File: config.mk
export PLATFORM = sky130hd
export DESIGN_NAME = pbm_lane
export DESIGN_NICKNAME = d
export VERILOG_FILES = /design/src/pixel_blend_mode_unit_top_assert.svh /design/src/pbm_pkg.sv /design/src/pbm_lane.sv
export SDC_FILE = /design/constraint.sdc
export NUM_CORES = 2
export LEC_CHECK = 0
export ABC_AREA = 1
export BUFFER_PORTS_ARGS = -buffer_cell sky130_fd_sc_hd__buf_2
export CAP_MARGIN = 15
export CORE_UTILIZATION = 65
export DETAILED_ROUTE_END_ITERATION = 8
export GPL_TIMING_DRIVEN = 0
export PLACE_DENSITY_LB_ADDON = 0.2
export SETUP_SLACK_MARGIN = 0.3
export SLEW_MARGIN = 25
export SYNTH_ARGS = -nofsm -noshare
export SYNTH_HDL_FRONTEND = slang
export SYNTH_SLANG_ARGS = --single-unit
export TNS_END_PERCENT = 10
File: constraint.sdc
create_clock -name clk_i -period 9.25 [get_ports clk_i]
set_input_delay 1.3875 -clock clk_i [delete_from_list [all_inputs] [get_ports clk_i]]
set_output_delay 1.3875 -clock clk_i [all_outputs]
set_load 0.05 [all_outputs]
File: src/pixel_blend_mode_unit_top_assert.svh
// Assertion macros for the pixel blend mode unit top level.
`ifndef PIXEL_BLEND_MODE_UNIT_TOP_ASSERT_SVH
`define PIXEL_BLEND_MODE_UNIT_TOP_ASSERT_SVH

// Same-cycle implication, disabled while reset is active
`define PBM_ASSERT_IMP(label, clk, rst_n, ante, cons, msg) \
  label: assert property (@(posedge clk) disable iff (!rst_n) (ante) |-> (cons)) \
    else $error(msg);

// Implication whose consequent is checked after a delay, disabled while reset is active
`define PBM_ASSERT_DLY(label, clk, rst_n, ante, n, cons, msg) \
  label: assert property (@(posedge clk) disable iff (!rst_n) (ante) |-> ##n (cons)) \
    else $error(msg);

`endif

File: src/pbm_pkg.sv
// Shared types and constants for the pixel blend mode unit.
package pbm_pkg;

  // Blend mode codes
  typedef enum logic [3:0] {
    MODE_NORMAL   = 4'd0,
    MODE_MULTIPLY = 4'd1,
    MODE_SCREEN   = 4'd2,
    MODE_OVERLAY  = 4'd3,
    MODE_ADD      = 4'd4,
    MODE_SUB      = 4'd5,
    MODE_LIGHTEN  = 4'd6,
    MODE_DARKEN   = 4'd7,
    MODE_ALPHA    = 4'd8
  } mode_e;

  // Final step applied to the quotient in each lane
  typedef enum logic [1:0] {
    POST_DIV  = 2'd0,  // quotient, clamped
    POST_ADD  = 2'd1,  // val + quotient, saturating
    POST_SUB  = 2'd2,  // val - quotient, floored at zero
    POST_PASS = 2'd3   // val as is
  } post_e;

  // Configuration port
  localparam int unsigned CfgIdxW = 2;
  localparam logic [CfgIdxW-1:0] RegBlendMode = CfgIdxW'(0);
  localparam logic [CfgIdxW-1:0] RegOpacity   = CfgIdxW'(1);
  localparam logic [7:0]         OpacityReset = 8'd255;

  // Arithmetic constants: full weight 255*255, divisor 255^3
  localparam logic [15:0] FullW  = 16'd65025;
  localparam logic [23:0] FullD  = 24'd16581375;
  localparam logic [8:0]  RecipM = 9'd259;        // floor(2^32 / FullD)
  localparam logic [31:0] RoundC = 32'd16581120;  // 255 * 65024, makes a ceiling

  // Cycles from accept to result strobe
  localparam int unsigned Latency = 6;

  // Per-channel operands: q = (s*w + b*(FullW-w) + c) / FullD
  typedef struct packed {
    logic [15:0] s;
    logic [15:0] b;
    logic [15:0] w;
    logic        round_up;
    post_e       post;
    logic [7:0]  val;
  } lane_op_t;

  // Fields that ride along after the products are formed
  typedef struct packed {
    logic        round_up;
    post_e       post;
    logic [7:0]  val;
  } lane_tail_t;

endpackage

File: src/pbm_lane.sv
// One channel of the blend pipeline: products, sum, divide by 255^3, final step.
module pbm_lane (
  input  logic              clk_i,
  input  logic              rst_ni,
  input  logic              in_valid_i,
  input  pbm_pkg::lane_op_t in_op_i,
  output logic              out_valid_o,
  output logic [7:0]        out_data_o
);
  import pbm_pkg::*;

  logic [Latency-1:0] vld_d, vld_q;

  lane_op_t    op1_q;
  logic [31:0] p1_d, p1_q, p2_d, p2_q;
  logic [15:0] wc;
  lane_tail_t  tail2_q, tail3_q, tail4_q, tail5_q;
  logic [31:0] num3_d, num3_q, num4_q, num5_q;
  logic [40:0] prod4;
  logic [8:0]  qe4_d, qe4_q, qe5_q;
  logic [32:0] chk5_d, chk5_q;
  logic [32:0] rem6;
  logic [8:0]  qfix6, sum6;
  logic [7:0]  q6, res6_d, res6_q;

  // valid bits travel with the data
  assign vld_d = {vld_q[Latency-2:0], in_valid_i};

  always_ff @(posedge clk_i or negedge rst_ni) begin
    if (!rst_ni) begin
      vld_q <= '0;
    end else begin
      vld_q <= vld_d;
    end
  end

  // stage 2: two products
  assign wc   = FullW - op1_q.w;
  assign p1_d = 32'(op1_q.s) * 32'(op1_q.w);
  assign p2_d = 32'(op1_q.b) * 32'(wc);

  // stage 3: numerator
  assign num3_d = p1_q + p2_q + (tail2_q.round_up ? RoundC : 32'd0);

  // stage 4: quotient estimate, low by at most one
  assign prod4 = 41'(num3_q) * 41'(RecipM);
  assign qe4_d = prod4[40:32];

  // stage 5: back-multiply for the correction
  assign chk5_d = 33'(qe4_q) * 33'(FullD);

  // stage 6: correct, clamp, final step
  always_comb begin
    rem6  = 33'(num5_q) - chk5_q;
    qfix6 = (rem6 >= 33'(FullD)) ? qe5_q + 9'd1 : qe5_q;
    q6    = qfix6[8] ? 8'hFF : qfix6[7:0];
    sum6  = 9'(tail5_q.val) + 9'(q6);
    case (tail5_q.post)
      POST_DIV:  res6_d = q6;
      POST_ADD:  res6_d = sum6[8] ? 8'hFF : sum6[7:0];
      POST_SUB:  res6_d = (tail5_q.val > q6) ? tail5_q.val - q6 : 8'd0;
      POST_PASS: res6_d = tail5_q.val;
      default:   res6_d = tail5_q.val;
    endcase
  end

  // payload registers, loaded only behind a valid word
  always_ff @(posedge clk_i) begin
    if (in_valid_i) begin
      op1_q <= in_op_i;
    end
    if (vld_q[0]) begin
      p1_q    <= p1_d;
      p2_q    <= p2_d;
      tail2_q <= '{round_up: op1_q.round_up, post: op1_q.post, val: op1_q.val};
    end
    if (vld_q[1]) begin
      num3_q  <= num3_d;
      tail3_q <= tail2_q;
    end
    if (vld_q[2]) begin
      qe4_q   <= qe4_d;
      num4_q  <= num3_q;
      tail4_q <= tail3_q;
    end
    if (vld_q[3]) begin
      chk5_q  <= chk5_d;
      qe5_q   <= qe4_q;
      num5_q  <= num4_q;
      tail5_q <= tail4_q;
    end
    if (vld_q[4]) begin
      res6_q <= res6_d;
    end
  end

  assign out_valid_o = vld_q[Latency-1];
  assign out_data_o  = res6_q;

endmodule
==> results.md <==
* Clk pin slew, worst setup/hold paths at 0.06 ns
* Hold endpoint: num5_q[29]$_DFFE_PP_
* Mapped Area at 0.03984 sq mm
* Dpl cells at 5451
* Non-Filler Instances at 5525
* Die W at 249.6 um
* Top_reg_cell synth: edfxtp_1
* Antenna-violating nets left at 0
* H-tree depth at 2
* Final Hold Viols at 0
* Crit-path most repeated cell: fa_1
* Port Buffers at 70
* Max Cap Viol at 0
* Hold path cells at 0
* Met2 WL at 47.55 mm
* Final Setup Violations at 0
* Die height at 249.6 um
* Worst-Skew Late Latency at 0.58 ns
* Fillcell total at 4814
* Commonest non-fill, non-tap cells in the layout: inv_1, nand2_1, ha_1
* WS Path Type: register to register
* Data arrival time of the critical path at 9.04 ns
* Synth Instances at 4596
* Hold_sp: num4_q[29]$_DFFE_PP_
* Pre-antenna DRT Iters at 6
* Top Layer Used: met4
* Drt drc at 0
* Met3 WL at 6.012 mm
* Clock Sinks at 324
* Class of the worst hold path: register to register
* Worst setup margin at 0.6053 ns
* Top Ports at 71
* Worst path required time at 9.65 ns
* Most common cell after layout, fill and taps aside: inv_1
* Largest net degree at the start of global routing at 61
* R2r endpoint: p2_q[30]$_DFFE_PP_
* Post-DP HPWL at 79.60 mm
* Setup TNS at 0 ns
* CORE AREA at 0.06047 sq mm
* Tot GR Track Use at 31.99%
* Vias post-DR at 29850
* Slowest stage delay, CP at 0.59 ns
* GPL Wtd Cong at 0.9641
* Post-synth EDFFs at 318
* Slew @ Worst Pin at 1.008 ns
* Post-synthesis sequential area ratio at 24.35%
* Crit path max fanout at 10
* CTS Buffer Depth at 3
* Initial core utilization at 65.88%
* Root Driver: clkbuf_16
* R2R depth at 30
* Post-DP Area at 0.04127 sq mm
* Unique masters post-synth at 53
* Number of antenna violations at the first check in global routing at 0
* Syn Area/Cell at 8.668 sq um
* Min cycle time layout at 8.645 ns
* Post-Syn Nets at 5642
* CTS tree: built
* Yosys Warn Count at 0
* Final period util at 93.46%
* CTS Buf Count at 41
* First-pass GRT wire length at 154.9 mm
* Place WS at 0.4298 ns
* Site row count at 90
* Slew Limit Headroom at 32.81%
* Clock skew at 0.01763 ns
* Vias in the first global route at 30590
* Async set or reset register ratio after synthesis at 1.852%
* #FFs+latches synth at 324
* Hold_buf cts at 0
* Status: complete, no violations
* Area growth from synthesis to layout at 7.108%
* Layout cells sized above 1 at 4.365%
* Crit. End Element: register
* Final net count at 5758
* Vias/cell at 5.403
* Critical-path top delay cell: a2111oi_1
* Met1 WL at 37.42 mm
* Unrepaired setup endpoints after global routing: true
* Worst r2r src: op1_q[13]$_DFFE_PP_
* DIE AREA at 0.06228 sq mm
* CP startpoint kind: register
* Final instance area at 0.04267 sq mm
* WL/cell at 17.38 um
* Reg2reg setup slack at 0.61 ns
* Slew Viols, Final at 0
* Fmax at 115.7 MHz
* Routed WL at 96.00 mm
* DR iter-0 viols at 1707
* GRT Residual Overflow at 0
==> final cells by class <==
class | instances | area [sq um] | area share, %
Antenna cell | 1 | 2.502 | 0.005865
Buffer | 93 | 361.6 | 0.8475
Clock buffer | 44 | 1037 | 2.431
Clock inverter | 29 | 347.8 | 0.8152
Inverter | 1148 | 4309 | 10.10
Multi-Input combinational cell | 3031 | 25490 | 59.74
Sequential cell | 324 | 9712 | 22.76
Tap cell | 782 | 978.4 | 2.293
Timing Repair Buffer | 73 | 427.9 | 1.003
==> cell families (layout without fill, tap and decap cells) <==
kind of cell	after synthesis	in the layout	share of synthesized area (%)
buf+inv	1241	1387	11.72
compound gates	374	374	5.273
fa+ha+maj	984	984	39.89
other cells	0	1	0
simple gates	1532	1532	15.65
xor+xnor	141	141	3.119
flops	324	324	24.35
==> Yosys cell counts, types with 25 or more instances <==
cell | number | area (sq um)
nand2_1 | 1031 | 3870
nand4_1 | 30 | 187.7
fa_1 | 477 | 9549
xor2_1 | 92 | 805.8
nor2_1 | 268 | 1006
inv_1 | 1142 | 4287
a21oi_1 | 186 | 930.9
ha_1 | 507 | 6344
nor3_1 | 29 | 145.1
clkbuf_1 | 89 | 334.1
o21ai_0 | 82 | 410.4
edfxtp_1 | 318 | 9549
xnor2_1 | 48 | 420.4
nand3_1 | 89 | 445.4
nand2_2 | 25 | 156.4
==> per-layer routing <==
| metal | up-vias | GRT usage [%] |
|---|---|---|
| li1 | 14380 | - |
| met1 | 14230 | 38.69 |
| met2 | 978 | 56.04 |
| met3 | 266 | 4.746 |
| met4 | 0 | 15.54 |
| met5 | - | 0 |
==> what timing repair did <==
action                                  in CTS  in global routing
endpoints found under the hold margin        0                  0
gates resized for setup                      0                  8
endpoints found under the setup margin       0                  6
setup buffers                                0                  0
==> state kept, by name (all words and copies together), names as in the netlist <==
signal	count
p1_q	32
qe4_q	9
num4_q	32
tail5_q	10
op1_q	59
tail4_q	10
vld_q	6
tail2_q	11
chk5_q	32
tail3_q	10
num5_q	32
p2_q	32
out_data_o	8
num3_q	32
qe5_q	9
==> how the worst max path moves through the flow <==
stage,from,depth (start not counted),slack [ns],endpoint
2_1_floorplan,op1_q[13]$_DFFE_PP_,32,2.29,p2_q[30]$_DFFE_PP_
3_3_place_gp,op1_q[13]$_DFFE_PP_,27,0.36,p2_q[30]$_DFFE_PP_
3_5_place_dp,op1_q[12]$_DFFE_PP_,30,0.43,p2_q[30]$_DFFE_PP_
4_1_cts,op1_q[12]$_DFFE_PP_,30,0.39,p2_q[30]$_DFFE_PP_
5_1_grt,op1_q[13]$_DFFE_PP_,30,0.24,p2_q[30]$_DFFE_PP_
6_report,op1_q[13]$_DFFE_PP_,30,0.61,p2_q[30]$_DFFE_PP_
==> worst max-delay path, delay by kind of cell (launching register included) <==
family                   cells  cell delay (ns)
AND/OR/NAND/NOR             11             1.64
AO/OA/AOI/OAI                5             1.46
XOR/XNOR                     1             0.25
flip-flops                   1             0.31
adder cells (fa/ha/maj)      8             3.31
buffers and inverters        5             1.46
==> stage by stage <==
stage          hold slack, ns  utilization (%)
2_1_floorplan          0.4003                -
3_3_place_gp           0.4011            68.08
3_5_place_dp           0.4045            68.25
4_1_cts                0.3949            70.54
5_1_grt                0.3926            70.56
6_report               0.4005            70.56
Power is not shown: default switching activity piles up to over one toggle a cycle in this logic, so the estimate is an artifact.
